==> src/design/ipt_pkg.sv <==
// ----------------------------------------------------------------------------
// ipt_pkg
// Shared types, character codes, status codes and helper functions for the
// address-to-text formatter.
// ----------------------------------------------------------------------------
package ipt_pkg;

  // Status codes carried with every result item.
  localparam logic [1:0] ST_OK      = 2'd0;
  localparam logic [1:0] ST_NOSPACE = 2'd1;
  localparam logic [1:0] ST_UNSUP   = 2'd2;

  // Address families.
  localparam logic [1:0] FAM_V4 = 2'd0;
  localparam logic [1:0] FAM_V6 = 2'd1;

  // ASCII codes used by the text generator.
  localparam logic [7:0] CH_ZERO  = 8'h30;  // '0'
  localparam logic [7:0] CH_AOFF  = 8'h57;  // 'a' minus ten
  localparam logic [7:0] CH_DOT   = 8'h2e;  // '.'
  localparam logic [7:0] CH_COLON = 8'h3a;  // ':'
  localparam logic [7:0] CH_F     = 8'h66;  // 'f'

  // Commands from the controller to the datapath.
  typedef struct packed {
    logic       load;      // capture the input item
    logic       restart;   // put the text cursor at the first character
    logic       step;      // advance the text cursor by one character
    logic       emit;      // present the current character as a result
    logic       err;       // present an error result
    logic [1:0] err_code;
  } cmd_t;

  // Status from the datapath to the controller.
  typedef struct packed {
    logic last;       // current character is the final one
    logic too_long;   // text with terminator overflows the buffer
    logic size_zero;  // buffer size is zero
    logic fam_bad;    // address family is not supported
  } sts_t;

  // Longest zero-group run of an IPv6 address.
  typedef struct packed {
    logic       found;
    logic [2:0] start;
    logic [3:0] stop;   // first group after the run, up to 8
  } run_t;

  // Finds the first longest run of set bits; bit i flags group i as zero.
  function automatic run_t find_zero_run(input logic [7:0] zf);
    run_t       r;
    logic [3:0] cur_start;
    logic [3:0] cur_len;
    logic [3:0] best_len;
    r.start   = 3'd0;
    r.found   = 1'b0;
    r.stop    = 4'd0;
    cur_start = 4'd0;
    cur_len   = 4'd0;
    best_len  = 4'd0;
    for (int i = 0; i < 8; i++) begin
      if (zf[i]) begin
        if (cur_len == 4'd0) begin
          cur_start = 4'(i);
        end
        cur_len = cur_len + 4'd1;
        if (cur_len > best_len) begin
          best_len = cur_len;
          r.start  = cur_start[2:0];
        end
      end else begin
        cur_len = 4'd0;
      end
    end
    r.found = (best_len != 4'd0);
    r.stop  = {1'b0, r.start} + best_len;
    return r;
  endfunction

  // Binary to three BCD digits, hundreds in the top nibble.
  function automatic logic [11:0] dec_digits(input logic [7:0] v);
    logic [11:0] b;
    b = 12'd0;
    for (int i = 7; i >= 0; i--) begin
      if (b[3:0] >= 4'd5) begin
        b[3:0] = b[3:0] + 4'd3;
      end
      if (b[7:4] >= 4'd5) begin
        b[7:4] = b[7:4] + 4'd3;
      end
      b = {b[10:0], v[i]};
    end
    return b;
  endfunction

endpackage

==> src/design/ipt_ctrl.sv <==
// ----------------------------------------------------------------------------
// ipt_ctrl
// Controller: sequences the measuring pass, the size check and the output
// pass of one address.
// ----------------------------------------------------------------------------
module ipt_ctrl
  import ipt_pkg::*;
(
  input  logic clk,
  input  logic rst_n,
  input  logic start,
  output logic busy,
  input  sts_t sts,
  output cmd_t cmd
);

  localparam logic [1:0] S_IDLE  = 2'd0;
  localparam logic [1:0] S_INIT  = 2'd1;
  localparam logic [1:0] S_COUNT = 2'd2;
  localparam logic [1:0] S_EMIT  = 2'd3;

  logic [1:0] state_r;
  logic [1:0] state_nxt;

  always_comb begin
    state_nxt = state_r;
    cmd       = '0;
    case (state_r)
      S_IDLE: begin
        if (start) begin
          cmd.load  = 1'b1;
          state_nxt = S_INIT;
        end
      end
      S_INIT: begin
        cmd.restart = 1'b1;
        if (sts.size_zero) begin
          cmd.err      = 1'b1;
          cmd.err_code = ST_NOSPACE;
          state_nxt    = S_IDLE;
        end else if (sts.fam_bad) begin
          cmd.err      = 1'b1;
          cmd.err_code = ST_UNSUP;
          state_nxt    = S_IDLE;
        end else begin
          state_nxt = S_COUNT;
        end
      end
      S_COUNT: begin
        cmd.step = 1'b1;
        if (sts.last) begin
          if (sts.too_long) begin
            cmd.err      = 1'b1;
            cmd.err_code = ST_NOSPACE;
            state_nxt    = S_IDLE;
          end else begin
            cmd.restart = 1'b1;
            state_nxt   = S_EMIT;
          end
        end
      end
      S_EMIT: begin
        cmd.step = 1'b1;
        cmd.emit = 1'b1;
        if (sts.last) begin
          state_nxt = S_IDLE;
        end
      end
      default: begin
        state_nxt = S_IDLE;
      end
    endcase
  end

  always_ff @(posedge clk) begin
    if (!rst_n) begin
      state_r <= S_IDLE;
    end else begin
      state_r <= state_nxt;
    end
  end

  assign busy = (state_r != S_IDLE);

  // The init state always resolves in the following cycle, to counting or to idle.
  a_init_leaves: assert property (@(posedge clk) disable iff (!rst_n)
    state_r == S_INIT |=> state_r == S_COUNT || state_r == S_IDLE)
    else $error("init state did not resolve");

  // The final character of the output pass returns the block to idle.
  a_emit_ends: assert property (@(posedge clk) disable iff (!rst_n)
    state_r == S_EMIT && sts.last |=> state_r == S_IDLE)
    else $error("output pass ran past the last character");

  // Measuring pass never shows results.
  a_count_quiet: assert property (@(posedge clk) disable iff (!rst_n)
    state_r == S_COUNT |-> !cmd.emit)
    else $error("result shown during measuring pass");

endmodule

==> src/design/ipt_dpath.sv <==
// ----------------------------------------------------------------------------
// ipt_dpath
// Datapath: input registers, address analysis, the character cursor that
// walks the text, the length counter and the result registers.
// ----------------------------------------------------------------------------
module ipt_dpath
  import ipt_pkg::*;
(
  input  logic        clk,
  input  logic        rst_n,
  input  cmd_t        cmd,
  output sts_t        sts,
  input  logic [1:0]  in_req_type,
  input  logic [63:0] in_addr_hi,
  input  logic [63:0] in_addr_lo,
  input  logic [7:0]  in_buffer_size,
  output logic        out_valid,
  output logic [7:0]  out_char,
  output logic        out_last_char,
  output logic [1:0]  out_status
);

  // Text layout of the address.
  localparam logic [1:0] M_V4     = 2'd0;  // dotted decimal
  localparam logic [1:0] M_MAPPED = 2'd1;  // ::ffff:a.b.c.d
  localparam logic [1:0] M_COMPAT = 2'd2;  // ::a.b.c.d
  localparam logic [1:0] M_V6     = 2'd3;  // hex groups

  // What the cursor points at.
  localparam logic [2:0] K_PRE   = 3'd0;  // prefix character
  localparam logic [2:0] K_DEC   = 3'd1;  // decimal digit of an octet
  localparam logic [2:0] K_DOT   = 3'd2;  // dot after an octet
  localparam logic [2:0] K_HEX   = 3'd3;  // hex digit of a group
  localparam logic [2:0] K_COLON = 3'd4;  // colon after a group
  localparam logic [2:0] K_DC0   = 3'd5;  // first colon of the zero run
  localparam logic [2:0] K_DC1   = 3'd6;  // second colon of the zero run

  logic [1:0]  fam_r;
  logic [7:0]  size_r;
  logic [63:0] hi_r;
  logic [63:0] lo_r;
  logic [1:0]  mode_r;
  run_t        run_r;

  logic [2:0]  kind_r,  kind_nxt;
  logic [2:0]  idx_r,   idx_nxt;
  logic [1:0]  dig_r,   dig_nxt;
  logic        fresh_r, fresh_nxt;
  logic [2:0]  pre_last_r;
  logic [5:0]  len_r;

  logic        out_valid_r;
  logic [7:0]  out_char_r;
  logic        out_last_r;
  logic [1:0]  out_status_r;

  // Input analysis.
  logic [1:0]  mode_in;
  logic [7:0]  zero_in;
  logic [15:0] grp_in [8];

  always_comb begin
    for (int i = 0; i < 4; i++) begin
      grp_in[i]     = in_addr_hi[48 - 16 * i +: 16];
      grp_in[i + 4] = in_addr_lo[48 - 16 * i +: 16];
    end
    for (int i = 0; i < 8; i++) begin
      zero_in[i] = (grp_in[i] == 16'd0);
    end
    if (in_req_type == FAM_V4) begin
      mode_in = M_V4;
    end else if (in_addr_hi == 64'd0 && in_addr_lo[63:32] == 32'h0000ffff) begin
      mode_in = M_MAPPED;
    end else if (in_addr_hi == 64'd0 && in_addr_lo[63:32] == 32'd0
                 && in_addr_lo[31:0] > 32'd1) begin
      mode_in = M_COMPAT;
    end else begin
      mode_in = M_V6;
    end
  end

  // Current field and its digits.
  logic [7:0]  octet [4];
  logic [15:0] grp   [8];
  logic [7:0]  oct_cur;
  logic [15:0] grp_cur;
  logic [11:0] bcd;
  logic [1:0]  dec_first;
  logic [1:0]  hex_first;
  logic [1:0]  eff;
  logic [3:0]  digit;
  logic [7:0]  ch;
  logic        last;
  logic [2:0]  idx_inc;

  always_comb begin
    for (int i = 0; i < 4; i++) begin
      octet[i]  = lo_r[24 - 8 * i +: 8];
      grp[i]    = hi_r[48 - 16 * i +: 16];
      grp[i + 4] = lo_r[48 - 16 * i +: 16];
    end
    oct_cur = octet[idx_r[1:0]];
    grp_cur = grp[idx_r];
    bcd     = dec_digits(oct_cur);
    if (oct_cur >= 8'd100) begin
      dec_first = 2'd2;
    end else if (oct_cur >= 8'd10) begin
      dec_first = 2'd1;
    end else begin
      dec_first = 2'd0;
    end
    if (grp_cur[15:12] != 4'd0) begin
      hex_first = 2'd3;
    end else if (grp_cur[11:8] != 4'd0) begin
      hex_first = 2'd2;
    end else if (grp_cur[7:4] != 4'd0) begin
      hex_first = 2'd1;
    end else begin
      hex_first = 2'd0;
    end
    idx_inc = idx_r + 3'd1;

    kind_nxt  = kind_r;
    idx_nxt   = idx_r;
    dig_nxt   = dig_r;
    fresh_nxt = 1'b0;
    last      = 1'b0;
    eff       = 2'd0;
    digit     = 4'd0;
    ch        = CH_COLON;

    case (kind_r)
      K_PRE: begin
        // The prefix is "::ffff:" or "::".
        ch = (idx_r >= 3'd2 && idx_r <= 3'd5) ? CH_F : CH_COLON;
        if (idx_r == pre_last_r) begin
          kind_nxt  = K_DEC;
          idx_nxt   = 3'd0;
          fresh_nxt = 1'b1;
        end else begin
          idx_nxt = idx_inc;
        end
      end
      K_DEC: begin
        eff   = fresh_r ? dec_first : dig_r;
        digit = bcd[{eff, 2'b00} +: 4];
        ch    = CH_ZERO + {4'd0, digit};
        if (eff == 2'd0) begin
          last     = (idx_r[1:0] == 2'd3);
          kind_nxt = K_DOT;
        end else begin
          dig_nxt = eff - 2'd1;
        end
      end
      K_DOT: begin
        ch        = CH_DOT;
        kind_nxt  = K_DEC;
        idx_nxt   = idx_inc;
        fresh_nxt = 1'b1;
      end
      K_HEX: begin
        eff   = fresh_r ? hex_first : dig_r;
        digit = grp_cur[{eff, 2'b00} +: 4];
        ch    = (digit < 4'd10) ? CH_ZERO + {4'd0, digit} : CH_AOFF + {4'd0, digit};
        if (eff == 2'd0) begin
          last = (idx_r == 3'd7);
          if (run_r.found && idx_inc == run_r.start) begin
            kind_nxt = K_DC0;
            idx_nxt  = idx_inc;
          end else begin
            kind_nxt = K_COLON;
          end
        end else begin
          dig_nxt = eff - 2'd1;
        end
      end
      K_COLON: begin
        kind_nxt  = K_HEX;
        idx_nxt   = idx_inc;
        fresh_nxt = 1'b1;
      end
      K_DC0: begin
        kind_nxt = K_DC1;
      end
      K_DC1: begin
        last      = (run_r.stop == 4'd8);
        kind_nxt  = K_HEX;
        idx_nxt   = run_r.stop[2:0];
        fresh_nxt = 1'b1;
      end
      default: begin
        kind_nxt = K_PRE;
      end
    endcase
  end

  // Input capture; payload needs no reset.
  always_ff @(posedge clk) begin
    if (cmd.load) begin
      fam_r  <= in_req_type;
      size_r <= in_buffer_size;
      hi_r   <= in_addr_hi;
      lo_r   <= in_addr_lo;
      mode_r <= mode_in;
      run_r  <= find_zero_run(zero_in);
    end
  end

  // Cursor and length counter.
  always_ff @(posedge clk) begin
    if (!rst_n) begin
      kind_r     <= K_PRE;
      idx_r      <= 3'd0;
      dig_r      <= 2'd0;
      fresh_r    <= 1'b0;
      pre_last_r <= 3'd0;
      len_r      <= 6'd0;
    end else if (cmd.restart) begin
      idx_r   <= 3'd0;
      dig_r   <= 2'd0;
      fresh_r <= 1'b1;
      len_r   <= 6'd0;
      case (mode_r)
        M_V4: begin
          kind_r <= K_DEC;
        end
        M_MAPPED: begin
          kind_r     <= K_PRE;
          pre_last_r <= 3'd6;
        end
        M_COMPAT: begin
          kind_r     <= K_PRE;
          pre_last_r <= 3'd1;
        end
        default: begin
          kind_r <= (run_r.found && run_r.start == 3'd0) ? K_DC0 : K_HEX;
        end
      endcase
    end else if (cmd.step) begin
      kind_r  <= kind_nxt;
      idx_r   <= idx_nxt;
      dig_r   <= dig_nxt;
      fresh_r <= fresh_nxt;
      len_r   <= len_r + 6'd1;
    end
  end

  // Result registers.
  always_ff @(posedge clk) begin
    if (!rst_n) begin
      out_valid_r <= 1'b0;
    end else begin
      out_valid_r <= cmd.emit || cmd.err;
    end
  end

  always_ff @(posedge clk) begin
    if (cmd.err) begin
      out_char_r   <= 8'd0;
      out_last_r   <= 1'b1;
      out_status_r <= cmd.err_code;
    end else if (cmd.emit) begin
      out_char_r   <= ch;
      out_last_r   <= last;
      out_status_r <= ST_OK;
    end
  end

  assign sts.last      = last;
  assign sts.too_long  = ({2'b00, len_r} + 8'd1) >= size_r;
  assign sts.size_zero = (size_r == 8'd0);
  assign sts.fam_bad   = (fam_r != FAM_V4) && (fam_r != FAM_V6);

  assign out_valid     = out_valid_r;
  assign out_char      = out_char_r;
  assign out_last_char = out_last_r;
  assign out_status    = out_status_r;

  // An error result is always a single, final result.
  a_err_last: assert property (@(posedge clk) disable iff (!rst_n)
    out_valid_r && out_status_r != ST_OK |-> out_last_r)
    else $error("error result not marked last");

  // Text characters are never zero.
  a_char_nonzero: assert property (@(posedge clk) disable iff (!rst_n)
    out_valid_r && out_status_r == ST_OK |-> out_char_r != 8'd0)
    else $error("zero character in text");

  // No address text is longer than 39 characters.
  a_len_bound: assert property (@(posedge clk) disable iff (!rst_n)
    cmd.step |-> len_r < 6'd39)
    else $error("text length overflow");

endmodule

==> src/design/ip_address_to_text.sv <==
// ----------------------------------------------------------------------------
// ip_address_to_text
// Formats an IPv4 or IPv6 address as text, one character per result item.
// ----------------------------------------------------------------------------
// An item is taken when start is high while busy is low. The block first walks
// the text once without output to measure it, checks the length plus the
// terminator against the buffer size, and then walks it again, showing one
// character per cycle on out_char with out_valid high for exactly one cycle;
// out_last_char marks the final character. The receiver cannot stall, so it
// must take every character in the cycle it appears. A text is at most 39
// characters long. A single character cursor, stepped once per cycle, walks
// the text in both passes; busy stays high through the init state, the
// measuring pass and the output pass, and the first character appears only
// after the measuring pass. A zero buffer size, an unsupported family or an
// overflowing text gives one result item with out_char zero, out_last_char
// high and the status code; for a zero size or a bad family it is registered
// from the init state, and busy falls on the same cycle. IPv6 text compresses
// the first longest run of zero groups, even a single group, to "::";
// IPv4-mapped and IPv4-compatible addresses end in dotted decimal.
module ip_address_to_text
  import ipt_pkg::*;
(
  input  logic        clk,
  input  logic        rst_n,
  input  logic        start,
  output logic        busy,
  input  logic [1:0]  in_req_type,
  input  logic [63:0] in_addr_hi,
  input  logic [63:0] in_addr_lo,
  input  logic [7:0]  in_buffer_size,
  output logic        out_valid,
  output logic [7:0]  out_char,
  output logic        out_last_char,
  output logic [1:0]  out_status
);

  // Commands flow from the controller; status flows back from the datapath.
  cmd_t cmd;
  sts_t sts;

  ipt_ctrl u_ctrl (
    .clk   (clk),
    .rst_n (rst_n),
    .start (start),
    .busy  (busy),
    .sts   (sts),
    .cmd   (cmd)
  );

  ipt_dpath u_dpath (
    .clk            (clk),
    .rst_n          (rst_n),
    .cmd            (cmd),
    .sts            (sts),
    .in_req_type    (in_req_type),
    .in_addr_hi     (in_addr_hi),
    .in_addr_lo     (in_addr_lo),
    .in_buffer_size (in_buffer_size),
    .out_valid      (out_valid),
    .out_char       (out_char),
    .out_last_char  (out_last_char),
    .out_status     (out_status)
  );

endmodule

==> config.mk <==
export PLATFORM = sky130hd
export DESIGN_NAME = ip_address_to_text
export DESIGN_NICKNAME = d
export VERILOG_FILES = /design/src/design/ipt_pkg.sv /design/src/design/ipt_ctrl.sv /design/src/design/ipt_dpath.sv /design/src/design/ip_address_to_text.sv
export SDC_FILE = /design/constraint.sdc
export NUM_CORES = 1
export LEC_CHECK = 0
export BUFFER_PORTS_ARGS = -buffer_cell sky130_fd_sc_hd__buf_4
export CORE_MARGIN = 5
export CORE_UTILIZATION = 50
export CTS_CLUSTER_SIZE = 16
export DETAILED_ROUTE_END_ITERATION = 12
export PLACE_DENSITY = 0.71
export SYNTH_ARGS = -nofsm -noshare
export SYNTH_HDL_FRONTEND = slang
export SYNTH_HIERARCHICAL = 1
export SYNTH_SLANG_ARGS = --single-unit
==> constraint.sdc <==
create_clock -name clk -period 13.8 [get_ports clk]
set_clock_uncertainty 0.2 [all_clocks]
set_input_delay 2.76 -clock clk [delete_from_list [all_inputs] [get_ports clk]]
set_output_delay 2.76 -clock clk [all_outputs]
set_load 0.05 [all_outputs]
==> results.toml <==
[status]
status = "finished clean"

[critical_path]
cp-start-kind = "primary input"
crit_required_ps = 13750
critical_path_class = "in -> reg"
cpMostUsedCell = "ha_1"
critPathMaxStageDelay_ps = 530
reg2reg_from = "u_dpath/idx_r[1]$_SDFFE_PP0P_"
slowest_stage = "or4b_1"
reg2regPathDepth = 28
end_kind = "register"
cp_data_arrival_time_ps = 12860
r2r_end = "u_dpath/out_char[1]$_SDFFE_PP0P_"
rrSetupSlack_ps = 7020
crit_path_max_fanout = 14

[timing]
fmax_ghz = 0.0774
period_share_pct = 93.6
finalCriticalPeriod_ps = 12910
rsz0062_at_grt = "false"
slew-limit-headroom_pct = 30.9
setup_viol = 0
hold_violations = 0
tns_ps = 0
drv_slew = 0
hold-worst-slack_ps = 267
tightest_slew_ps = 1040

[synth]
muxShareOfSynthArea_pct = 13.3
avgSynthCellArea_sq_um = 11.3
yosysUniqueCellTypes = 92
synthSimpleGateAreaFrac_pct = 15.6
synth_area_leaders = "edfxtp_1 40%, mux4_2 8.4%, ha_1 7.8%"
synth-xor-area-share_pct = 2.33
synth_top_family_by_area = "simple AND/OR/NAND/NOR gates"
async_reset_ff_share_pct = 0
synth_edf_count = 149
synth-compound-area-share_pct = 12.7
seq_area_frac_synth_pct = 44.6
syn-num-nets = 1209
synth_warnings = 6
synth_top_area_cell = "edfxtp_1"
ys.flop_type = "edfxtp_1"
synth_top_area_share_pct = 39.6
ys_seq_elements = 177
synth_cells = 997
syn_area_sq_um = 11300
synth_fa_ha_area_share_pct = 7.93

[cts]
cts.root.buffer_cell = "clkbuf_16"
cts.clk_slew.worst_paths_ps = 70
cts_sinks = 177
clk_latency_ps = 430
cts_buffers = 17
postCtsHoldBufs = 0
clockBufferDepth = 2
cts_tree = "built"
cts-htree-levels = 4

[die]
dieHeight_microns = 160
initial_core_util_pct = 50.3
io_pins = 154
die_x_microns = 160
core_sq_um = 22400
dieArea_sq_um = 25700
rows = 55

[route]
first_iter_violations = 919
vias = 8871
viasPerCell = 6.15
routedWlPerCell_microns = 21.0
wl_mm = 30.4
dr.pass1.iters = 5
ant_nets = 0
drc = 0

[power_and_ir_drop]
ir_worst_vdd_mv = 0.0742
leakage_nw = 5.23
power_w = 0.00153
power.density_nw_per_um2 = 115

[worst_hold_path]
hold_class = "reg -> reg"
hold_path_end = "u_dpath/out_char[6]$_SDFFE_PP0P_"
min-delay-start = "u_dpath/out_char[6]$_SDFFE_PP0P_"
worstHoldPathCells = 2

[finish]
register_area_sq_um = 5040
final_cell_mix = "170 x buf_4, 149 x edfxtp_1, 70 x ha_1"
multi_input_area_sq_um = 5870
final_common_cell = "buf_4"
antenna-diode-count = 0
final_area_sq_um = 13300
area_growth_pct = 18.1
n_fill_cell = 1815
drive_gt1_share_pct = 25.2
utilization_pct = 59.4
final_nets = 1357

[grt]
grt_pass1_vias = 8499
grt_max_degree = 81
grt_pass1_wl_mm = 47.0
grt_antenna_before_repair = 2
overflow = 0
grt_usage_pct = 23.4

[place]
portBuffers = 152
gp_congestion = 0.969
place_hpwl_mm = 23.9
placed_cell_area_sq_um = 12700

[flow_run]
max-cap-violations = 0
state kept, by name (all words and copies together) (netlist names), 3 cells and up:
| name | count |
|---|---|
| u_dpath/hi_r | 64 |
| u_dpath/lo_r | 64 |
| u_dpath/run_r | 8 |
| u_dpath/size_r | 8 |
| u_dpath/out_char | 7 |
| u_dpath/len_r | 6 |
| u_dpath/idx_r | 3 |
| u_dpath/kind_r | 3 |
per-stage QoR:
stage	instances	setup WS, ps
6_report	1443	886
3_5_place_dp	1411	390
2_1_floorplan	997	856
5_1_grt	1443	213
3_3_place_gp	1411	612
4_1_cts	1443	831
power by group:
part	total (W)	internal [W]	leakage (nW)	switching, W
combinational	0.000390	0.000166	3.30	0.000225
clock	0.000480	0.000245	0.282	0.000235
sequential	0.000662	0.000635	1.65	0.0000267
total	0.00153	0.00105	5.23	0.000487
cells by family after synthesis:
logic type | after synthesis
AOI/OAI and AO/OA | 207
xor gates and xnor gates | 30
adders and majority gates | 71
buffers and inverters | 95
DFF | 177
muxes | 96
other | 1
and+or+nand+nor | 320
timing repair:
action	CTS	global route
setup endpoints to repair	0	1
resized for setup	0	1
setup buffers	0	0
final cells by class:
| class | count | share of cell area [%] |
|---|---|---|
| clock inverter | 14 | 1.18 |
| tap | 285 | 2.67 |
| inverter | 54 | 1.52 |
| timing repair buffer | 170 | 9.57 |
| sequential | 177 | 37.8 |
| multi-input combinational | 725 | 44.0 |
| clock buffer | 18 | 3.22 |
how the worst max path moves through the flow:
stage,from,endpoint,slack (ps),cells past startpoint
CTS,in_addr_hi[33],u_dpath/run_r[3]$_DFFE_PP_,830,52
detailed placement,in_addr_hi[33],u_dpath/run_r[3]$_DFFE_PP_,390,52
global placement,in_addr_hi[33],u_dpath/run_r[3]$_DFFE_PP_,610,52
finish,in_addr_hi[42],u_dpath/run_r[3]$_DFFE_PP_,890,52
floorplan,in_addr_hi[58],u_dpath/run_r[3]$_DFFE_PP_,860,50
global route,in_addr_hi[33],u_dpath/run_r[3]$_DFFE_PP_,210,48
cell usage after synthesis, drive strengths merged, types with 15 or more instances:
cell and n:
xor2 16, clkbuf 22, nand4 20, nor2 65, nand3 18, mux2i 39
a21oi 44, a31oi 18, mux4 42, nor4 39, nand2b 16, mux2 15
dfxtp 28, nand2 67, edfxtp 149, ha 70, o21ai 46, inv 53
buf 19, nor2b 22
critical path: cells and delay by family:
| kind | cells | cell delay, ps |
|---|---|---|
| compound gates | 16 | 2560 |
| xor+xnor | 1 | 90 |
| fa+ha+maj | 9 | 2660 |
| buf+inv | 6 | 930 |
| mux | 1 | 290 |
| simple gates | 19 | 3550 |
metal layers:
| metal | share of wire, % | vias to the layer above | track usage [%] |
|---|---|---|---|
| li1 | - | 4152 | - |
| met1 | 42 | 4320 | 31.7 |
| met2 | 49 | 362 | 39.1 |
| met3 | 6.8 | 37 | 3.69 |
| met4 | 2.4 | 0 | 6.92 |
| met5 | 0 | - | 0 |
(Power assumes the default switching activity.)
